[config.mk]
export PLATFORM = sky130hd
export DESIGN_NAME = priority_scheduler_with_aging_core
export DESIGN_NICKNAME = d
export VERILOG_FILES = /design/src/sv/psa_pkg.sv /design/src/sv/psa_cell.sv /design/src/sv/priority_scheduler_with_aging_core.sv
export VERILOG_INCLUDE_DIRS = /design/src /design/src/sv
export SDC_FILE = /design/constraint.sdc
export NUM_CORES = 1
export LEC_CHECK = 0
export ABC_CLOCK_PERIOD_IN_PS = 12400
export BUFFER_PORTS_ARGS = -buffer_cell sky130_fd_sc_hd__buf_4
export CAP_MARGIN = 20
export CORE_UTILIZATION = 40
export DETAILED_ROUTE_END_ITERATION = 8
export GPL_TIMING_DRIVEN = 0
export PLACE_DENSITY_LB_ADDON = 0.3
export SYNTH_ARGS = -nofsm -noshare
export SYNTH_HDL_FRONTEND = slang
export SYNTH_HIERARCHICAL = 1
export SYNTH_SLANG_ARGS = --single-unit
[constraint.sdc]
create_clock -name aclk -period 12.4 [get_ports aclk]
set_input_delay 1.24 -clock aclk [delete_from_list [all_inputs] [get_ports aclk]]
set_output_delay 1.24 -clock aclk [all_outputs]
set_load 0.01 [all_outputs]
[src/sv/priority_scheduler_with_aging_core_defines.svh]
// Assertion macros shared by the scheduler RTL
`ifndef PRIORITY_SCHEDULER_WITH_AGING_CORE_DEFINES_SVH
`define PRIORITY_SCHEDULER_WITH_AGING_CORE_DEFINES_SVH

// same-cycle implication, disabled while reset is low
`define PSA_ASSERT_NOW(label, clk, rst_n, ante, cons) \
    label: assert property (@(posedge clk) disable iff (!(rst_n)) (ante) |-> (cons)) \
        else $error("scheduler check failed");

// next-cycle implication, disabled while reset is low
`define PSA_ASSERT_NEXT(label, clk, rst_n, ante, cons) \
    label: assert property (@(posedge clk) disable iff (!(rst_n)) (ante) |=> (cons)) \
        else $error("scheduler check failed");

`endif

[src/sv/psa_pkg.sv]
// Types and constants of the priority scheduler with aging
package psa_pkg;

    localparam int MAX_TASKS    = 16;
    localparam int AGING_PERIOD = 4;
    localparam int TASK_W       = $clog2(MAX_TASKS);
    localparam int COUNT_W      = $clog2(MAX_TASKS + 1);
    localparam int PHASE_W      = $clog2(AGING_PERIOD);
    localparam int OP_W         = 2;
    localparam int INDEX_W      = 8;
    localparam int STATUS_W     = 2;

    localparam logic [PHASE_W-1:0] PHASE_RESET = PHASE_W'(1 % AGING_PERIOD);
    localparam logic [PHASE_W-1:0] PHASE_LAST  = PHASE_W'(AGING_PERIOD - 1);
    localparam logic [COUNT_W-1:0] COUNT_MAX   = COUNT_W'(MAX_TASKS);

    typedef enum logic [OP_W-1:0] {
        OP_ACTIVATE = 2'd0,
        OP_DISPATCH = 2'd1,
        OP_AGING    = 2'd2
    } op_t;

    typedef enum logic [STATUS_W-1:0] {
        STATUS_OK    = 2'd0,
        STATUS_RANGE = 2'd1,
        STATUS_EMPTY = 2'd2
    } status_t;

    typedef struct packed {
        logic              remove;
        logic [TASK_W-1:0] target;
    } cell_ctrl_t;

endpackage

[src/sv/psa_cell.sv]
// One cell of the arrival queue: holds a task index and shifts toward the head
module psa_cell
    import psa_pkg::*;
(
    input  logic              aclk,
    input  cell_ctrl_t        ctrl,
    input  logic              load,
    input  logic [TASK_W-1:0] load_data,
    input  logic              shift_in,
    input  logic [TASK_W-1:0] next_entry,
    output logic [TASK_W-1:0] entry,
    output logic              shift_out
);

    logic [TASK_W-1:0] entry_reg;

    assign entry     = entry_reg;
    assign shift_out = shift_in | (entry_reg == ctrl.target);

    always_ff @(posedge aclk) begin
        if (load) begin
            entry_reg <= load_data;
        end else if (ctrl.remove && shift_out) begin
            entry_reg <= next_entry;
        end
    end

endmodule

[src/sv/priority_scheduler_with_aging_core.sv]
// Priority scheduler with aging: ready bitmap, cell-chain arrival queue, control
// Latency: a result word appears the cycle after its request word is accepted.
// Throughput: one request word per cycle, held off by a stalled result or by cfg_we;
// the queue cell chain and the bitmap priority encoder are combinational.
// Reset (aresetn low, synchronous) resets the control state and sets num_tasks to 0.
// A num_tasks write clears the scheduler state in the same cycle.
`include "priority_scheduler_with_aging_core_defines.svh"

module priority_scheduler_with_aging_core
    import psa_pkg::*;
(
    input  logic                aclk,
    input  logic                aresetn,
    input  logic                cfg_we,
    input  logic [COUNT_W-1:0]  cfg_wdata,
    input  logic                s_valid,
    output logic                s_ready,
    input  logic [OP_W-1:0]     s_op,
    input  logic [INDEX_W-1:0]  s_task_index,
    output logic                m_valid,
    input  logic                m_ready,
    output logic [STATUS_W-1:0] m_status,
    output logic [TASK_W-1:0]   m_running_task,
    output logic                m_running_valid,
    output logic [COUNT_W-1:0]  m_ready_count
);

    logic [COUNT_W-1:0]   num_tasks_reg;
    logic [MAX_TASKS-1:0] ready_map_reg,    ready_map_next;
    logic [COUNT_W-1:0]   ready_total_reg,  ready_total_next;
    logic [TASK_W-1:0]    current_task_reg, current_task_next;
    logic                 current_valid_reg, current_valid_next;
    logic [PHASE_W-1:0]   phase_reg,        phase_next;
    logic                 out_valid_reg;
    status_t              status_reg,       status_next;

    logic                 accept;
    op_t                  op_code;
    logic [TASK_W-1:0]    lowest;
    logic [TASK_W-1:0]    pick;
    logic                 aging_sel;
    logic                 append;
    cell_ctrl_t           cell_ctrl;
    logic [TASK_W-1:0]    entries [MAX_TASKS];
    logic [MAX_TASKS:0]   shift_chain;
    logic [COUNT_W-1:0]   map_count;
    logic [COUNT_W-1:0]   total_dec;
    logic                 dispatch_hit;

    assign s_ready = (!out_valid_reg || m_ready) && !cfg_we;
    assign accept  = s_valid && s_ready;
    assign op_code = op_t'(s_op);

    always_comb begin
        lowest = '0;
        for (int k = MAX_TASKS - 1; k >= 0; k--) begin
            if (ready_map_reg[k]) begin
                lowest = TASK_W'(k);
            end
        end
    end

    always_comb begin
        ready_map_next     = ready_map_reg;
        ready_total_next   = ready_total_reg;
        current_task_next  = current_task_reg;
        current_valid_next = current_valid_reg;
        phase_next         = phase_reg;
        status_next        = STATUS_OK;
        aging_sel          = (op_code == OP_AGING) && (phase_reg == '0);
        pick               = aging_sel ? entries[0] : lowest;
        append             = 1'b0;
        cell_ctrl.remove   = 1'b0;
        cell_ctrl.target   = pick;
        unique case (op_code) inside
            OP_ACTIVATE: begin
                if (s_task_index >= INDEX_W'(num_tasks_reg)) begin
                    status_next = STATUS_RANGE;
                end else if (!ready_map_reg[s_task_index[TASK_W-1:0]]) begin
                    ready_map_next[s_task_index[TASK_W-1:0]] = 1'b1;
                    ready_total_next = ready_total_reg + COUNT_W'(1);
                    append           = accept;
                end
            end
            OP_DISPATCH, OP_AGING: begin
                if (ready_total_reg == '0) begin
                    status_next = STATUS_EMPTY;
                end else begin
                    ready_map_next[pick] = 1'b0;
                    ready_total_next     = ready_total_reg - COUNT_W'(1);
                    current_task_next    = pick;
                    current_valid_next   = 1'b1;
                    phase_next           = (phase_reg == PHASE_LAST) ? '0 : phase_reg + PHASE_W'(1);
                    cell_ctrl.remove     = accept;
                end
            end
            default: ;
        endcase
    end

    assign shift_chain[0] = aging_sel;

    for (genvar k = 0; k < MAX_TASKS; k++) begin : g_cell
        logic [TASK_W-1:0] next_entry;
        logic              load;

        assign next_entry = (k == MAX_TASKS - 1) ? entries[k] : entries[(k + 1) % MAX_TASKS];
        assign load       = append && (ready_total_reg[TASK_W-1:0] == TASK_W'(k));

        psa_cell u_cell (
            .aclk       (aclk),
            .ctrl       (cell_ctrl),
            .load       (load),
            .load_data  (s_task_index[TASK_W-1:0]),
            .shift_in   (shift_chain[k]),
            .next_entry (next_entry),
            .entry      (entries[k]),
            .shift_out  (shift_chain[k+1])
        );
    end

    always_ff @(posedge aclk) begin
        if (!aresetn) begin
            num_tasks_reg     <= '0;
            ready_map_reg     <= '0;
            ready_total_reg   <= '0;
            current_task_reg  <= '0;
            current_valid_reg <= 1'b0;
            phase_reg         <= PHASE_RESET;
            out_valid_reg     <= 1'b0;
        end else begin
            if (cfg_we) begin
                num_tasks_reg     <= (cfg_wdata > COUNT_MAX) ? COUNT_MAX : cfg_wdata;
                ready_map_reg     <= '0;
                ready_total_reg   <= '0;
                current_task_reg  <= '0;
                current_valid_reg <= 1'b0;
                phase_reg         <= PHASE_RESET;
            end else if (accept) begin
                ready_map_reg     <= ready_map_next;
                ready_total_reg   <= ready_total_next;
                current_task_reg  <= current_task_next;
                current_valid_reg <= current_valid_next;
                phase_reg         <= phase_next;
            end
            if (accept) begin
                out_valid_reg <= 1'b1;
            end else if (m_ready) begin
                out_valid_reg <= 1'b0;
            end
        end
    end

    always_ff @(posedge aclk) begin
        if (accept) begin
            status_reg <= status_next;
        end
    end

    assign m_valid         = out_valid_reg;
    assign m_status        = status_reg;
    assign m_running_task  = current_task_reg;
    assign m_running_valid = current_valid_reg;
    assign m_ready_count   = ready_total_reg;

    assign map_count    = COUNT_W'($countones(ready_map_reg));
    assign total_dec    = ready_total_reg - COUNT_W'(1);
    assign dispatch_hit = accept && (op_code == OP_DISPATCH || op_code == OP_AGING)
                          && (ready_total_reg != '0);

    `PSA_ASSERT_NOW(a_count_matches_map, aclk, aresetn, 1'b1, ready_total_reg == map_count)
    `PSA_ASSERT_NOW(a_count_within_tasks, aclk, aresetn, 1'b1, ready_total_reg <= num_tasks_reg)
    `PSA_ASSERT_NOW(a_idle_task_zero, aclk, aresetn, !current_valid_reg, current_task_reg == '0)
    `PSA_ASSERT_NEXT(a_drop_one, aclk, aresetn, dispatch_hit, ready_total_reg == $past(total_dec))

endmodule

# After elaboration in Yosys (flattened, before gate mapping)
# Index checks and enable logic that the tools add are counted.
[word_totals] ff_bits=100 in_bits=20 out_inout_bits=14 elab_cells=226
[op_classes] addsub=3 magnitude_cmp=6 n_eq_ne=36 mux=73 n_bitwise=20 reduce_logical=64
[ops] cell="4-bit two-way mux" count=47
[ops] cell="4-bit == test" count=15
[ops] cell="16-bit two-way mux" count=3
[ops] cell="1-bit logical AND" count=36
[ops] cell="2-bit nonzero test" count=17
[ops] cell="4-bit == test (second input constant)" count=8
[ops] cell="16-bit case mux with 2 select lines" count=1
[ops] cell="5-bit two-way mux" count=4
[ops] cell="16-bit bitwise AND" count=1
[ops] cell="4-bit by 3-bit == test with 1-bit output (second input constant)" count=4
[ops] cell="16-bit inverter" count=1
[ops] cell="16-bit OR" count=1
[ops] cell="1-bit OR" count=15
[ops] cell="1-bit two-way mux" count=11
[ops] cell="4-bit by 5-bit < comparator with 1-bit output (second input constant)" count=2
[ops] cell="5-bit case mux with 2 select lines" count=1
[ops] cell="1-bit demux with 4-bit select" count=2
[ops] cell="4-bit by 2-bit == test with 1-bit output (second input constant)" count=2
[ops] cell="4-bit by 1-bit greater-or-equal comparator with 1-bit output (second input constant)" count=2
[ops] cell="8-bit by 5-bit greater-or-equal comparator with 1-bit output" count=1
[ops] cell="2-bit inequality test (second input constant)" count=3
[ops] cell="5-bit by 1-bit adder with 5-bit output (second input constant)" count=1
[ops] cell="5-bit greater-than comparator (second input constant)" count=1
[ops] cell="5-bit logical NOT" count=1
[ops] cell="16 further kinds" count=22

# Depth between registers and ports, before layout
[logic_depth] depth_word=36 depth_mapped=26

# Modules after synthesis
# The synthesis kept the hierarchy.
[modules_own_cells] mod="psa_cell" n_inst=16 cells_per_inst=14 area_each_um2=217.7
[modules_own_cells] mod="priority_scheduler_with_aging_core" n_inst=1 cells_per_inst=308 area_each_um2=2483.6

# Worst setup path after synthesis
# OpenSTA, ideal clock, no wires.
[synth_timing] kind="input port to flip-flop" start="input s_op[0]" end="register g_cell[15].u_cell.entry_reg[0] (enable)" arrival_time_ns=7.192 required_ns=12.144 slack_ns=4.952 path_stages=25 path_cell_list="inv_1 -> ha_1 -> and2_1 -> clkbuf_1 -> nor4_1 -> nand2_1 -> o21bai_1 -> xnor2_1 -> a41o_1 -> a41o_1 -> a41o_1 -> a41o_1 -> a41o_1 -> a41o_1 -> a41o_1 -> a41o_1 -> a41o_1 -> a41o_1 -> a41o_1 -> a41o_1 -> a41o_1 -> a41o_1 -> a41o_1 -> a41o_1 -> a21o_1"
[synth_rtl] element="start: declaration" line="priority_scheduler_with_aging_core.sv:18" source="input logic [OP_W-1:0] s_op,"
[synth_rtl] element="end signal: assignment" line="psa_cell.sv:22" source="entry_reg <= load_data;"
[synth_rtl] element="end signal: assignment" line="psa_cell.sv:24" source="entry_reg <= next_entry;"
[synth_rtl] element="end: declaration" line="psa_cell.sv:15" source="logic [TASK_W-1:0] entry_reg;"

==> impl_metrics.toml <==
[clock_tree]
clock_latency_ps = 350
path_clk_slew_ps = 70
root_buffer = "clkbuf_16"
cts_resized = 0
cts_hold_buf = 0
cts_tree = "done"
numCtsBuffers = 9
cts_max_level = 3
clock_sinks = 100
cts_setup_buffers = 0
clk_path_buf_depth = 2

[timing]
setup_viol = 0
fin_crit_ps = 7460
max_slew.worst_pin.slew_ps = 1090
finalHoldViolCount = 0
fin_crit_sh = 0.602
rsz0062_at_grt = "no"
setup_tns_ps = 0
slew_viol_final = 0
timing.final.ws_setup_ps = 4940
skew_ps = 6.84
max_slew_margin = 0.262
fmax_ghz = 0.134

[floorplanning]
core_um2 = 14500
die_y_um = 124
die_area_um2 = 15400
num_rows = 44
die_w_um = 124
start_util = 0.411
ios = 34

[min_path]
hold_start = "m_running_task[3]"
hold_class = "flip-flop to flip-flop"
holdPathStages = 2
min_to = "m_running_task[3]"

[synthesis]
synth_cells = 532
synth_edf_count = 66
yosys_warnings = 6
synth.cell_area_um2 = 5970
ys_ff_latch = 100
syn_avg_cell_area_um2 = 11.2
async_flop_share = 0
synth_cell_types = 56
ys.flop_type = "edfxtp_1"
syn-num-nets = 566
yosysSeqAreaShare = 0.446

[place]
numPortBuffers = 32
place.gp.congestion = 0.869
hpwl_um = 10400
place_ws_ps = 4610

[power]
power_leakage_nw = 2.53
ir_drop_v = 0.0000738
power_density_nw_per_um2 = 104
power.total_mw = 0.714

[routing]
drc = 0
wl_per_cell_um = 19.2
first_iter_violations = 304
post_drt_via_cell_ratio = 5.75
drtAntennaViolNets = 0
dr.pass1.iters = 6
routed_wl_um = 14700
vias = 4422

[final_layout]
layout.nets = 615
fin_util = 0.473
final_common_cell = "mux2_2"
final_cell_mix = "67 x mux2_2, 66 x edfxtp_1, 65 x xnor2_1"
nFillCells = 1316
drive_gt1_frac = 0.227
largest_register_ffs = 64
synthToLayoutAreaGrowth_pct = 15.1
antennaDiodeCount = 0

[global_routing]
grt_pass1_wl_um = 23300
grt_max_degree = 26
antenna_found_initial = 0
grt_pass1_vias = 4443
grt_usage = 0.200
grt.overflow.total = 0

[critical_path]
cp-end-kind = "flip-flop"
path_max_fanout = 17
reg2reg_depth = 24
crit_arrival_ps = 7560
r2r_slack_ps = 5480
required_ps = 12500
timing.rr.end = "g_cell[15].u_cell/entry[2]"
start_kind = "input pin"
crit_type = "input pin to flip-flop"
worstReg2RegStart = "phase_reg[0]"

[outcome]
status = "finished clean"

[flow_run]
drv_cap = 0
==> synthesized netlist by cell type, types with 3 or more instances <==
library cell | number | area [um2]
or3_1 | 3 | 18.8
nand2_1 | 23 | 86.3
mux2_2 | 67 | 754
a41oi_1 | 4 | 35.0
nand3_1 | 5 | 25.0
and2_1 | 9 | 56.3
dfxtp_1 | 34 | 681
a31oi_1 | 9 | 56.3
nor4b_1 | 5 | 43.8
a41o_1 | 16 | 160
o31ai_1 | 3 | 22.5
nor4_1 | 12 | 75.1
a311oi_1 | 3 | 26.3
nor2_1 | 32 | 120
and3_1 | 5 | 31.3
clkbuf_1 | 7 | 26.3
edfxtp_1 | 66 | 1980
ha_1 | 13 | 163
inv_1 | 17 | 63.8
buf_2 | 3 | 15.0
xnor2_1 | 65 | 569
a21o_1 | 20 | 150
nor3_1 | 14 | 70.1
nand2b_1 | 9 | 56.3
mux2i_1 | 5 | 50.1
o22ai_1 | 4 | 25.0
or4_1 | 3 | 22.5
a21oi_1 | 13 | 65.1
o21ai_0 | 9 | 45.0
nor2b_1 | 7 | 43.8
a211oi_1 | 11 | 82.6
==> worst max-delay path by stage <==
stage / startpoint / to / depth (start not counted)
after global placement: s_op[0] / g_cell[15].u_cell/entry[0] / 26
after global routing: s_op[0] / g_cell[15].u_cell/entry[2] / 25
after detailed placement: s_op[0] / g_cell[15].u_cell/entry[3] / 27
after floorplan: s_op[0] / g_cell[15].u_cell/entry[0] / 25
after CTS: s_op[0] / g_cell[15].u_cell/entry[2] / 27
final: s_op[0] / g_cell[15].u_cell/entry[2] / 25
==> power breakdown <==
group          internal, mW  switching (mW)  total [mW]
Clock                 0.196           0.122       0.317
Sequential            0.353         0.00127       0.355
Combinational        0.0157          0.0270      0.0428
==> critical path: stages <==
cell and delay, ps:
buf_4 90, inv_1 50, ha_1 220, and2_1 140
clkbuf_1 160, nor4_1 670, a21o_1 910, xnor2_1 160
a41o_1 300, a41o_1 230, a41o_1 230, a41o_1 220
a41o_1 220, a41o_1 220, a41o_1 220, a41o_1 230
a41o_1 230, a41o_1 220, a41o_1 230, a41o_1 240
a41o_1 230, a41o_1 230, a41o_1 230, a41o_1 200
a21o_1 230
==> metrics by stage <==
step                std cells  hold WS (ps)  area [um2]
floorplan                 532           480        5970
global placement          748           474        6440
detailed placement        751           489        6500
CTS                       766           510        6830
global route              769           532        6870
finish                    769           502        6870
==> layer usage <==
layer | GRT usage | vias to the layer above | part of all wire
met1 | 0.259 | 2139 | 0.45
met4 | 0.0729 | 0 | 0.015
met5 | 0 | - | 0
met3 | 0.0321 | 18 | 0.048
met2 | 0.336 | 130 | 0.49
li1 | - | 2135 | -
==> cell type report <==
class | count | area [um2] | area share
clock buffer | 10 | 229 | 0.0333
buffer | 12 | 63.8 | 0.00929
tap | 184 | 230 | 0.0335
inverter | 17 | 63.8 | 0.00929
clock inverter | 5 | 101 | 0.0148
timing repair buffer | 38 | 335 | 0.0488
sequential | 100 | 2660 | 0.388
multi-input combinational | 403 | 3180 | 0.463
==> cell families (layout without fill, tap and decap cells) <==
family | count (synthesis) | count (layout) | share of synthesized area
AOI/OAI and AO/OA | 111 | 111 | 0.139
xor gates and xnor gates | 67 | 67 | 0.0983
adders and majority gates | 14 | 14 | 0.0306
buffers and inverters | 29 | 82 | 0.0214
DFF | 100 | 100 | 0.446
muxes | 74 | 74 | 0.142
and+or+nand+nor | 137 | 137 | 0.122
Power figures use the tool's default switching activity.
